`src/sv/pbr_pkg.sv`:
```
// pbr_pkg: shared types, constants and lookup tables for the pixel brightness rescale block
// no dependencies; used by every module of the block
`timescale 1ns / 1ps
`default_nettype none

package pbr_pkg;

  localparam int unsigned CH_W   = 8;   // color channel width
  localparam int unsigned PCT_W  = 7;   // percent value width
  localparam int unsigned HUE_W  = 9;   // hue in degrees
  localparam int unsigned PCT_FULL = 100;
  localparam int unsigned CIRCLE_DEG = 360;

  // divider operand widths
  localparam int unsigned NUM_W = 18;
  localparam int unsigned DEN_W = 9;
  localparam int unsigned QUO_W = 9;

  // hue sectors of 60 degrees
  typedef enum logic [2:0] {
    SEC_RED_YEL = 3'd0,
    SEC_YEL_GRN = 3'd1,
    SEC_GRN_CYN = 3'd2,
    SEC_CYN_BLU = 3'd3,
    SEC_BLU_MAG = 3'd4,
    SEC_MAG_RED = 3'd5
  } sector_t;

  typedef logic [PCT_W-1:0] vold_lut_t [256];
  typedef logic [CH_W-1:0]  top_lut_t  [128];

  // rounded value percent for each max channel code
  function automatic vold_lut_t build_vold_lut();
    vold_lut_t lut;
    for (int i = 0; i < 256; i++) begin
      lut[i] = PCT_W'((200 * i + 255) / 510);
    end
    return lut;
  endfunction

  // full-scale channel code for each brightness percent, saturated at 100
  function automatic top_lut_t build_top_lut();
    top_lut_t lut;
    int lv;
    for (int i = 0; i < 128; i++) begin
      lv = (i > 100) ? 100 : i;
      lut[i] = CH_W'((lv * 255) / 100);
    end
    return lut;
  endfunction

endpackage

`default_nettype wire

```
`src/sv/pbr_if.sv`:
```
// pbr_in_if / pbr_out_if: valid-ready channels for pixels in and results out
// depends on pbr_pkg for field widths
`timescale 1ns / 1ps
`default_nettype none

interface pbr_in_if import pbr_pkg::*; ();
  logic             valid;
  logic             ready;
  logic [CH_W-1:0]  red_in;
  logic [CH_W-1:0]  green_in;
  logic [CH_W-1:0]  blue_in;
  logic [PCT_W-1:0] new_level;

  modport source (output valid, red_in, green_in, blue_in, new_level, input ready);
  modport sink   (input valid, red_in, green_in, blue_in, new_level, output ready);
endinterface

interface pbr_out_if import pbr_pkg::*; ();
  logic             valid;
  logic             ready;
  logic [CH_W-1:0]  red_out;
  logic [CH_W-1:0]  green_out;
  logic [CH_W-1:0]  blue_out;
  logic [HUE_W-1:0] hue_deg;
  logic [PCT_W-1:0] sat_pct;
  logic [PCT_W-1:0] old_level;

  modport source (output valid, red_out, green_out, blue_out, hue_deg, sat_pct, old_level,
                  input ready);
  modport sink   (input valid, red_out, green_out, blue_out, hue_deg, sat_pct, old_level,
                  output ready);
endinterface

`default_nettype wire

```
`src/sv/pbr_front.sv`:
```
// pbr_front: max/min search, value lookup and divider operands for hue and saturation
// depends on pbr_pkg
`timescale 1ns / 1ps
`default_nettype none

module pbr_front import pbr_pkg::*; (
  input  wire logic             clk,
  input  wire logic             rst,
  input  wire logic             en,
  input  wire logic             vld_in,
  input  wire logic [CH_W-1:0]  red,
  input  wire logic [CH_W-1:0]  green,
  input  wire logic [CH_W-1:0]  blue,
  input  wire logic [PCT_W-1:0] level,
  output logic                  vld,
  output logic [NUM_W-1:0]      sat_num,
  output logic [DEN_W-1:0]      sat_den,
  output logic [NUM_W-1:0]      hue_num,
  output logic [DEN_W-1:0]      hue_den,
  output logic [PCT_W-1:0]      vold,
  output logic [PCT_W-1:0]      lvl
);

  localparam vold_lut_t VOLD_LUT = build_vold_lut();

  logic [CH_W-1:0]  mx, mn, d;
  logic [NUM_W-1:0] r18, g18, b18, d18;
  logic [NUM_W-1:0] hue_num_next;

  // channel extremes
  always_comb begin
    mx = red;
    if (green > mx) mx = green;
    if (blue > mx) mx = blue;
    mn = red;
    if (green < mn) mn = green;
    if (blue < mn) mn = blue;
    d = mx - mn;
  end

  assign r18 = NUM_W'(red);
  assign g18 = NUM_W'(green);
  assign b18 = NUM_W'(blue);
  assign d18 = NUM_W'(d);

  // hue numerator per sector, offset so it stays non-negative; red wins ties
  always_comb begin
    if (d == '0) begin
      hue_num_next = '0;
    end else if (red == mx) begin
      hue_num_next = NUM_W'(120) * g18 + NUM_W'(721) * d18 - NUM_W'(120) * b18;
    end else if (green == mx) begin
      hue_num_next = NUM_W'(120) * b18 + NUM_W'(241) * d18 - NUM_W'(120) * r18;
    end else begin
      hue_num_next = NUM_W'(120) * r18 + NUM_W'(481) * d18 - NUM_W'(120) * g18;
    end
  end

  // operand register
  always_ff @(posedge clk) begin
    if (rst) begin
      vld <= 1'b0;
    end else if (en) begin
      vld <= vld_in;
    end
    if (en) begin
      sat_num <= NUM_W'(200) * d18 + NUM_W'(mx);
      sat_den <= (mx == '0) ? DEN_W'(1) : {mx, 1'b0};
      hue_num <= hue_num_next;
      hue_den <= (d == '0) ? DEN_W'(1) : {d, 1'b0};
      vold    <= VOLD_LUT[mx];
      lvl     <= (level > PCT_W'(PCT_FULL)) ? PCT_W'(PCT_FULL) : level;
    end
  end

endmodule

`default_nettype wire

```
`src/sv/pbr_div.sv`:
```
// pbr_div: pipelined restoring divider, one quotient bit per stage, side data alongside
// depends on pbr_pkg only through the importing convention
`timescale 1ns / 1ps
`default_nettype none

module pbr_div import pbr_pkg::*; #(
  parameter int unsigned N_W    = 18,
  parameter int unsigned D_W    = 9,
  parameter int unsigned Q_W    = 9,
  parameter int unsigned SIDE_W = 7
) (
  input  wire logic              clk,
  input  wire logic              rst,
  input  wire logic              en,
  input  wire logic              vld_in,
  input  wire logic [N_W-1:0]    num,
  input  wire logic [D_W-1:0]    den,
  input  wire logic [SIDE_W-1:0] side_in,
  output logic                   vld_out,
  output logic [Q_W-1:0]         quo,
  output logic [SIDE_W-1:0]      side_out
);

  localparam int unsigned W = (N_W > D_W + Q_W) ? N_W : D_W + Q_W;

  logic              vld    [Q_W];
  logic [W-1:0]      rem    [Q_W-1];
  logic [Q_W-1:0]    quo_r  [Q_W];
  logic [D_W-1:0]    den_r  [Q_W];
  logic [SIDE_W-1:0] side_r [Q_W];

  for (genvar s = 0; s < Q_W; s++) begin : g_step
    localparam int unsigned K = Q_W - 1 - s;
    logic              vld_prev;
    logic [W-1:0]      rem_prev, shifted, rem_next;
    logic [Q_W-1:0]    quo_prev;
    logic [D_W-1:0]    den_prev;
    logic [SIDE_W-1:0] side_prev;
    logic              ge;

    if (s == 0) begin : g_first
      assign vld_prev  = vld_in;
      assign rem_prev  = W'(num);
      assign quo_prev  = '0;
      assign den_prev  = den;
      assign side_prev = side_in;
    end else begin : g_next
      assign vld_prev  = vld[s-1];
      assign rem_prev  = rem[s-1];
      assign quo_prev  = quo_r[s-1];
      assign den_prev  = den_r[s-1];
      assign side_prev = side_r[s-1];
    end

    // trial subtract of the shifted divisor
    assign shifted  = W'(den_prev) << K;
    assign ge       = (rem_prev >= shifted);
    assign rem_next = ge ? rem_prev - shifted : rem_prev;

    always_ff @(posedge clk) begin
      if (rst) begin
        vld[s] <= 1'b0;
      end else if (en) begin
        vld[s] <= vld_prev;
      end
      if (en) begin
        quo_r[s]  <= quo_prev | (ge ? (Q_W'(1) << K) : '0);
        den_r[s]  <= den_prev;
        side_r[s] <= side_prev;
      end
    end

    if (s < Q_W - 1) begin : g_rem
      always_ff @(posedge clk) begin
        if (en) begin
          rem[s] <= rem_next;
        end
      end
    end
  end

  assign vld_out  = vld[Q_W-1];
  assign quo      = quo_r[Q_W-1];
  assign side_out = side_r[Q_W-1];

endmodule

`default_nettype wire

```
`src/sv/pbr_back.sv`:
```
// pbr_back: hue wrap, sector split and scaling back to rgb, ending in the output register
// depends on pbr_pkg
`timescale 1ns / 1ps
`default_nettype none

module pbr_back import pbr_pkg::*; (
  input  wire logic             clk,
  input  wire logic             rst,
  input  wire logic             en,
  input  wire logic             vld_in,
  input  wire logic [QUO_W-1:0] hue_q,
  input  wire logic [QUO_W-1:0] sat_q,
  input  wire logic [PCT_W-1:0] lvl,
  input  wire logic [PCT_W-1:0] vold,
  output logic                  vld_out,
  output logic [CH_W-1:0]       red,
  output logic [CH_W-1:0]       green,
  output logic [CH_W-1:0]       blue,
  output logic [HUE_W-1:0]      hue,
  output logic [PCT_W-1:0]      sat,
  output logic [PCT_W-1:0]      val
);

  localparam top_lut_t TOP_LUT = build_top_lut();

  // stage 1
  logic             b1_vld;
  logic [HUE_W-1:0] b1_h;
  logic [PCT_W-1:0] b1_s, b1_v;
  logic [CH_W-1:0]  b1_top;
  logic [14:0]      b1_pb;
  sector_t          b1_sec;
  // stage 2
  logic             b2_vld;
  logic [HUE_W-1:0] b2_h;
  logic [PCT_W-1:0] b2_s, b2_v;
  logic [CH_W-1:0]  b2_top, b2_bot;
  logic [5:0]       b2_frac;
  sector_t          b2_sec;
  // stage 3
  logic             b3_vld;
  logic [HUE_W-1:0] b3_h;
  logic [PCT_W-1:0] b3_s, b3_v;
  logic [CH_W-1:0]  b3_top, b3_bot;
  logic [13:0]      b3_pa;
  sector_t          b3_sec;
  // stage 4
  logic             b4_vld;
  logic [HUE_W-1:0] b4_h;
  logic [PCT_W-1:0] b4_s, b4_v;
  logic [CH_W-1:0]  b4_top, b4_bot, b4_adj;
  sector_t          b4_sec;

  logic [HUE_W-1:0] h1;
  logic [PCT_W-1:0] s1;
  logic [CH_W-1:0]  top1;
  logic [19:0]      ph;
  logic [27:0]      pbot;
  logic [30:0]      padj;
  logic [CH_W-1:0]  red_next, green_next, blue_next;

  // stage 1: wrap hue, full-scale lookup, products for min channel and sector
  assign h1   = (hue_q >= HUE_W'(CIRCLE_DEG)) ? hue_q - HUE_W'(CIRCLE_DEG) : hue_q;
  assign s1   = sat_q[PCT_W-1:0];
  assign top1 = TOP_LUT[lvl];
  assign ph   = 20'(h1) * 20'(1093);

  always_ff @(posedge clk) begin
    if (rst) begin
      b1_vld <= 1'b0;
    end else if (en) begin
      b1_vld <= vld_in;
    end
    if (en) begin
      b1_h   <= h1;
      b1_s   <= s1;
      b1_v   <= vold;
      b1_top <= top1;
      b1_pb  <= 15'(top1) * 15'(PCT_W'(PCT_FULL) - s1);
      b1_sec <= sector_t'(ph[18:16]);
    end
  end

  // stage 2: min channel by reciprocal of 100, angle within sector
  assign pbot = 28'(b1_pb) * 28'(5243);

  always_ff @(posedge clk) begin
    if (rst) begin
      b2_vld <= 1'b0;
    end else if (en) begin
      b2_vld <= b1_vld;
    end
    if (en) begin
      b2_h    <= b1_h;
      b2_s    <= b1_s;
      b2_v    <= b1_v;
      b2_top  <= b1_top;
      b2_bot  <= pbot[26:19];
      b2_frac <= 6'(b1_h - HUE_W'(60) * HUE_W'(b1_sec));
      b2_sec  <= b1_sec;
    end
  end

  // stage 3: span times angle
  always_ff @(posedge clk) begin
    if (rst) begin
      b3_vld <= 1'b0;
    end else if (en) begin
      b3_vld <= b2_vld;
    end
    if (en) begin
      b3_h   <= b2_h;
      b3_s   <= b2_s;
      b3_v   <= b2_v;
      b3_top <= b2_top;
      b3_bot <= b2_bot;
      b3_pa  <= 14'(b2_top - b2_bot) * 14'(b2_frac);
      b3_sec <= b2_sec;
    end
  end

  // stage 4: divide by 60 through reciprocal
  assign padj = 31'(b3_pa) * 31'(69906);

  always_ff @(posedge clk) begin
    if (rst) begin
      b4_vld <= 1'b0;
    end else if (en) begin
      b4_vld <= b3_vld;
    end
    if (en) begin
      b4_h   <= b3_h;
      b4_s   <= b3_s;
      b4_v   <= b3_v;
      b4_top <= b3_top;
      b4_bot <= b3_bot;
      b4_adj <= padj[29:22];
      b4_sec <= b3_sec;
    end
  end

  // channel placement by sector
  always_comb begin
    case (b4_sec)
      SEC_RED_YEL: begin
        red_next = b4_top; green_next = b4_bot + b4_adj; blue_next = b4_bot;
      end
      SEC_YEL_GRN: begin
        red_next = b4_top - b4_adj; green_next = b4_top; blue_next = b4_bot;
      end
      SEC_GRN_CYN: begin
        red_next = b4_bot; green_next = b4_top; blue_next = b4_bot + b4_adj;
      end
      SEC_CYN_BLU: begin
        red_next = b4_bot; green_next = b4_top - b4_adj; blue_next = b4_top;
      end
      SEC_BLU_MAG: begin
        red_next = b4_bot + b4_adj; green_next = b4_bot; blue_next = b4_top;
      end
      default: begin
        red_next = b4_top; green_next = b4_bot; blue_next = b4_top - b4_adj;
      end
    endcase
  end

  // output register
  always_ff @(posedge clk) begin
    if (rst) begin
      vld_out <= 1'b0;
    end else if (en) begin
      vld_out <= b4_vld;
    end
    if (en) begin
      red   <= red_next;
      green <= green_next;
      blue  <= blue_next;
      hue   <= b4_h;
      sat   <= b4_s;
      val   <= b4_v;
    end
  end

endmodule

`default_nettype wire

```
`src/sv/pixel_brightness_rescale_core.sv`:
```
// pixel_brightness_rescale_core: usage
// One pixel (red_in, green_in, blue_in) and a brightness percent (new_level) arrive on
// pix_in; one result leaves on pix_out with the new rgb plus the hue, saturation and
// value of the input pixel. new_level above 100 is taken as 100.
// Both channels are valid/ready; a transfer happens when both are high.
// The pipeline is one operand stage, nine stages of the pipelined
// divider (one quotient bit per stage, set by the 9-bit hue quotient), four
// back-conversion stages and the output register.
// Throughput is one pixel per cycle while pix_out.ready is high.
// When the receiver stalls with a result waiting, the whole pipeline holds and
// pix_in.ready drops; empty slots let new pixels in while pix_out.valid is low.
// Synchronous reset clears all valid bits; no result is shown after reset
// until a pixel has made its way through. There is no state between pixels.
// depends on pbr_pkg, pbr_if, pbr_front, pbr_div, pbr_back
`timescale 1ns / 1ps
`default_nettype none

module pixel_brightness_rescale_core import pbr_pkg::*; (
  input  wire logic clk,
  input  wire logic rst,
  pbr_in_if.sink    pix_in,
  pbr_out_if.source pix_out
);

  logic             en;
  logic             f_vld;
  logic [NUM_W-1:0] sat_num, hue_num;
  logic [DEN_W-1:0] sat_den, hue_den;
  logic [PCT_W-1:0] f_vold, f_lvl, d_vold, d_lvl;
  logic             sat_vld, hue_vld, out_vld;
  logic [QUO_W-1:0] sat_q, hue_q;

  // pipeline advances unless a result is waiting and not taken
  assign en           = !out_vld || pix_out.ready;
  assign pix_in.ready = en;
  assign pix_out.valid = out_vld;

  pbr_front u_front (
    .clk     (clk),
    .rst     (rst),
    .en      (en),
    .vld_in  (pix_in.valid),
    .red     (pix_in.red_in),
    .green   (pix_in.green_in),
    .blue    (pix_in.blue_in),
    .level   (pix_in.new_level),
    .vld     (f_vld),
    .sat_num (sat_num),
    .sat_den (sat_den),
    .hue_num (hue_num),
    .hue_den (hue_den),
    .vold    (f_vold),
    .lvl     (f_lvl)
  );

  pbr_div #(.N_W(NUM_W), .D_W(DEN_W), .Q_W(QUO_W), .SIDE_W(PCT_W)) u_sat_div (
    .clk      (clk),
    .rst      (rst),
    .en       (en),
    .vld_in   (f_vld),
    .num      (sat_num),
    .den      (sat_den),
    .side_in  (f_lvl),
    .vld_out  (sat_vld),
    .quo      (sat_q),
    .side_out (d_lvl)
  );

  pbr_div #(.N_W(NUM_W), .D_W(DEN_W), .Q_W(QUO_W), .SIDE_W(PCT_W)) u_hue_div (
    .clk      (clk),
    .rst      (rst),
    .en       (en),
    .vld_in   (f_vld),
    .num      (hue_num),
    .den      (hue_den),
    .side_in  (f_vold),
    .vld_out  (hue_vld),
    .quo      (hue_q),
    .side_out (d_vold)
  );

  pbr_back u_back (
    .clk     (clk),
    .rst     (rst),
    .en      (en),
    .vld_in  (sat_vld && hue_vld),
    .hue_q   (hue_q),
    .sat_q   (sat_q),
    .lvl     (d_lvl),
    .vold    (d_vold),
    .vld_out (out_vld),
    .red     (pix_out.red_out),
    .green   (pix_out.green_out),
    .blue    (pix_out.blue_out),
    .hue     (pix_out.hue_deg),
    .sat     (pix_out.sat_pct),
    .val     (pix_out.old_level)
  );

endmodule

`default_nettype wire

```
`src/flat_wrapper.sv`:
```
// flat-port wrapper written by rule: the top's interface ports become plain ports
module pixel_brightness_rescale_core_flat import pbr_pkg::*;
  (clk, rst, pix_in_valid, pix_in_red_in, pix_in_green_in, pix_in_blue_in, pix_in_new_level, pix_in_ready, pix_out_valid, pix_out_red_out, pix_out_green_out, pix_out_blue_out, pix_out_hue_deg, pix_out_sat_pct, pix_out_old_level, pix_out_ready);
  pbr_in_if pix_in_i ();
  pbr_out_if pix_out_i ();
  input  wire logic clk;
  input  wire logic rst;
  input wire logic [$bits(pix_in_i.valid)-1:0] pix_in_valid;
  input wire logic [$bits(pix_in_i.red_in)-1:0] pix_in_red_in;
  input wire logic [$bits(pix_in_i.green_in)-1:0] pix_in_green_in;
  input wire logic [$bits(pix_in_i.blue_in)-1:0] pix_in_blue_in;
  input wire logic [$bits(pix_in_i.new_level)-1:0] pix_in_new_level;
  output wire logic [$bits(pix_in_i.ready)-1:0] pix_in_ready;
  output wire logic [$bits(pix_out_i.valid)-1:0] pix_out_valid;
  output wire logic [$bits(pix_out_i.red_out)-1:0] pix_out_red_out;
  output wire logic [$bits(pix_out_i.green_out)-1:0] pix_out_green_out;
  output wire logic [$bits(pix_out_i.blue_out)-1:0] pix_out_blue_out;
  output wire logic [$bits(pix_out_i.hue_deg)-1:0] pix_out_hue_deg;
  output wire logic [$bits(pix_out_i.sat_pct)-1:0] pix_out_sat_pct;
  output wire logic [$bits(pix_out_i.old_level)-1:0] pix_out_old_level;
  input wire logic [$bits(pix_out_i.ready)-1:0] pix_out_ready;
  assign pix_in_i.valid = pix_in_valid;
  assign pix_in_i.red_in = pix_in_red_in;
  assign pix_in_i.green_in = pix_in_green_in;
  assign pix_in_i.blue_in = pix_in_blue_in;
  assign pix_in_i.new_level = pix_in_new_level;
  assign pix_in_ready = pix_in_i.ready;
  assign pix_out_valid = pix_out_i.valid;
  assign pix_out_red_out = pix_out_i.red_out;
  assign pix_out_green_out = pix_out_i.green_out;
  assign pix_out_blue_out = pix_out_i.blue_out;
  assign pix_out_hue_deg = pix_out_i.hue_deg;
  assign pix_out_sat_pct = pix_out_i.sat_pct;
  assign pix_out_old_level = pix_out_i.old_level;
  assign pix_out_i.ready = pix_out_ready;
  pixel_brightness_rescale_core u_core (.clk(clk), .rst(rst), .pix_in(pix_in_i), .pix_out(pix_out_i));
endmodule
```
`config.mk`:
```
export PLATFORM = sky130hd
export DESIGN_NAME = pixel_brightness_rescale_core_flat
export DESIGN_NICKNAME = d
export VERILOG_FILES = /design/src/sv/pbr_pkg.sv /design/src/sv/pbr_if.sv /design/src/sv/pbr_front.sv /design/src/sv/pbr_div.sv /design/src/sv/pbr_back.sv /design/src/sv/pixel_brightness_rescale_core.sv /design/src/flat_wrapper.sv
export SDC_FILE = /design/constraint.sdc
export NUM_CORES = 2
export LEC_CHECK = 0
export ABC_CLOCK_PERIOD_IN_PS = 50000
export BUFFER_PORTS_ARGS = -buffer_cell sky130_fd_sc_hd__buf_2
export CAP_MARGIN = 30
export CORE_MARGIN = 5
export CORE_UTILIZATION = 25
export DETAILED_ROUTE_END_ITERATION = 8
export PLACE_DENSITY = 0.36
export SYNTH_ARGS = -nofsm -noshare
export SYNTH_HDL_FRONTEND = slang
export SYNTH_SLANG_ARGS = --single-unit
```
`constraint.sdc`:
```
create_clock -name clk -period 50 [get_ports clk]
set_input_delay 15 -clock clk [delete_from_list [all_inputs] [get_ports clk]]
set_output_delay 15 -clock clk [all_outputs]
set_load 0.005 [all_outputs]
```
==> impl_results.md <==
- Status: finished clean
- Series of cell instances along the critical path: buf_2 -> nor2b_1 -> inv_8 -> buf_2
- Startpoint type of the worst setup path: primary input
- Worst R2R Setup Slack: 42.69 ns
- Routed metal-1 wire length: 60100 um
- Antenna violations before repair: 4
- Peak per-stage delay on the critical path: 0.62 ns
- Largest net degree at the start of global routing: 111
- Avg Inst Size Synth: 11.4 um^2
- Launch point of the worst reg-to-reg path: u_core.u_sat_div.side_r[1][1]$_DFFE_PP_
- Number of global-route vias before repair: 40100
- Largest driver fanout on the critical path: 110
- Number of clock buffers inserted by TritonCTS: 111
- All-Layer GR Usage: 0.106
- Max-capacitance violation count: 0
- Count of final hold-check violations: 0
- Worst EP required: 35.00 ns
- Depth of the CTS H-tree: 3
- Sink count of the clock tree: 937
- Max_slew headroom: 0.288
- Largest delay contributor family on the critical path: buffers and inverters
- Layout filler cell count: 25700
- Y dimension of the die: 509 um
- Total of endpoints with negative setup slack in the final report: 0
- Reg2Reg Depth: 32
- Type of the tightest min-delay check: reg2reg
- Endpoint arrival time on the critical path: 16.64 ns
- Dominant cell type by area after synthesis: edfxtp_1
- Clock transition at the registers of the reported paths: 0.06 ns
- Ranking of synthesized cells by area: edfxtp_1 (45%), ha_1 (14%), fa_1 (10%)
- GP Congestion: 0.799
- Worst setup margin: 18.36 ns
- Post-DP HPWL: 105000 um
- Average wire per standard cell: 15.2 um
- Setup slack after placement: 18.41 ns
- Met3 layer wire length in the routed design: 3970 um
- Remaining design rule violation count: 0
- Number of gates given a new drive strength after cts: 0
- Share of Yosys cell area claimed by the top area cell type: 0.449
- Setup repair after global routing missed its margin: false
- Capture point of the worst path: pix_in_ready
- Length of the first detailed-routing pass in iterations: 5
- Fin nets: 6636
- Count of nets left with antenna violations after detail routing: 0
- Routed wire length on met2: 69500 um
- Overall via count from detail_route: 37900
- Fin Clk Skew: 0.0730 ns
- Cell area after synthesis: 62200 um^2
- Die extent in x: 509 um
- Detailed-route vias per instance: 4.21
- Core area: 248000 um^2
- Number of nets in the synthesized netlist: 6510
- Max clock buf depth: 3
- Post-route non-filler standard cell count: 9007
- Multi-input logic area: 30300 um^2
- Yosys warnings: 0
- Cell row count: 183
- Total buffers and inverters traversed by the critical path: 3
- Highest signal layer in the routed design: met4
- Die area: 259000 um^2
- Number of enable-type register cells in the synthesized netlist: 931
- Cell depth of the worst setup path: 4
- Mapped Cells: 5453
- Share of flip-flops with an asynchronous set or reset after synthesis: 0
- Layout-stage area growth over the synthesis result: 13.5%
- Most instantiated cells after synthesis: edfxtp_1 (931), inv_1 (915), ha_1 (699)
- Cell with the most instances after synthesis: edfxtp_1
- Worst-skew pair later-pin latency: 0.76 ns
- Register area: 28100 um^2
- TritonCTS clock tree: yes
- Count of state elements after synthesis: 937
- Worst setup path category: in2out
- Post-Route Utilization: 0.285
- Number of I/O pins: 84
- Clock root cell: clkbuf_16
- Number of unique standard cell types used by synthesis: 88
- Critical path capture point type: primary output
- Final min period: 31.64 ns
- Highest achievable clock rate: 31.6 MHz
- Total gr overflow: 0
- Initial drt markers: 1609
- Transition time of the tightest slew-check pin: 1.06 ns
- PortBufs: 83
- Crit path from: pix_out_ready
- Fin. max-slew vios: 0
- Post-synthesis sequential area ratio: 0.451
- Final WL: 137000 um
- Reg2reg end: u_core.u_back.b1_pb[14]$_DFFE_PP_
- Sum of negative setup slack: 0 ns
- Ratio of cells with drive above 1 in the final layout: 0.0622
- Period Utilization, post-route: 0.633
- Critical path's slowest cell: nor2b_1
- Post-CTS repair timing setup buffer count: 0
- Most used cell along the critical path: buf_2
- Wire length of the first global-routing pass: 220000 um
- Initial cell density of the core: 0.251
- Leading register cell type out of synthesis: edfxtp_1
- Cell total after placement: 8793
- Hold_buf cts: 0
-- metrics by stage --
step / cell area, um^2 / hold slack [ns]
floorplan: 62200 / 0.400
CTS: 70500 / 0.392
finish: 70600 / 0.385
detailed placement: 66700 / 0.405
global placement: 66600 / 0.400
global route: 70600 / 0.403
-- worst min path at each step --
stage | depth (start not counted) | slack, ns | endpoint | startpoint
after floorplan | 0 | 0.40 | u_core.u_back.b1_v[0]$_DFFE_PP_ | u_core.u_hue_div.side_r[8][0]$_DFFE_PP_
after global placement | 0 | 0.40 | u_core.u_back.b4_bot[5]$_DFFE_PP_ | u_core.u_back.b3_bot[5]$_DFFE_PP_
after detailed placement | 0 | 0.40 | u_core.u_back.b4_bot[3]$_DFFE_PP_ | u_core.u_back.b3_bot[3]$_DFFE_PP_
after CTS | 0 | 0.39 | u_core.u_hue_div.quo_r[0][68]$_DFFE_PP_ | u_core.u_hue_div.quo_r[0][59]$_DFFE_PP_
after global routing | 0 | 0.40 | u_core.u_hue_div.quo_r[0][68]$_DFFE_PP_ | u_core.u_hue_div.quo_r[0][59]$_DFFE_PP_
final | 0 | 0.39 | u_core.u_hue_div.quo_r[0][68]$_DFFE_PP_ | u_core.u_hue_div.quo_r[0][59]$_DFFE_PP_
-- state kept, by name (all words and copies together) (netlist names), 9 cells and up --
name                     flops
u_core.u_hue_div.den_r      51
u_core.u_front.sat_den       9
u_core.u_sat_div.rem       144
u_core.u_front.sat_num      17
u_core.u_back.b1_pb         15
u_core.u_back.b2_h           9
u_core.u_hue_div.quo_r      45
u_core.u_front.hue_num      18
u_core.u_back.b3_h           9
u_core.u_hue_div.side_r     63
u_core.u_back.b1_h           9
u_core.u_sat_div.side_r     63
u_core.u_back.hue            9
u_core.u_back.b4_h           9
u_core.u_back.b3_pa         14
u_core.u_hue_div.rem       144
u_core.u_sat_div.den_r      72
u_core.u_sat_div.quo_r      28
-- cell type report --
type	instances	share of cell area
clock inverters	78	0.0132
diodes	2	0.0000709
flip-flops and latches	937	0.398
clock buffers	131	0.0407
well taps	3330	0.0590
inverters	923	0.0492
multi-input cells	3481	0.429
repair buffers	125	0.0118
-- cell usage in the layout (no fill, tap or decap), types with 11 or more instances in the layout --
cell         n
o21ai_0    240
and2_1      66
nand2b_1    72
xor2_1     105
mux2i_1     62
a21o_1      89
or3_1       24
a211oi_1    21
nand3b_1    11
a21oi_1    330
or4_1       16
a21boi_0    19
o21bai_1    52
buf_4       34
nor2_1     327
nor2b_1     82
bufinv_16   15
mux2_2      20
clkinv_1    25
clkbuf_16  111
a31oi_1     20
xnor2_1    235
nand4_1     47
buf_2       85
fa_1       323
nor4_1      32
and3_1      16
o22ai_1     17
nand3_1     58
nor3_1      51
o31ai_1     24
clkinv_2    20
ha_1       699
nand2_1    252
o211ai_1    16
edfxtp_1   931
o21a_1      19
inv_1      914
clkbuf_1    18
-- cell families after synthesis --
logic type               count (synthesis)  share of synthesized area
flip-flops                             937                      0.451
AO/OA/AOI/OAI                          934                     0.0915
XOR/XNOR                               344                     0.0487
adder cells (fa/ha/maj)               1023                      0.245
multiplexers                            86                     0.0147
buffers and inverters                 1035                     0.0629
AND/OR/NAND/NOR                       1094                     0.0863
-- per-layer routing --
metal / vias up / GRT usage
li1: 19100 / -
met2: 419 / 0.191
met4: 0 / 0.0297
met1: 18200 / 0.131
met3: 193 / 0.0144
met5: - / 0
Power is not shown: default switching activity piles up to over one toggle a cycle in this logic, so the estimate is an artifact.
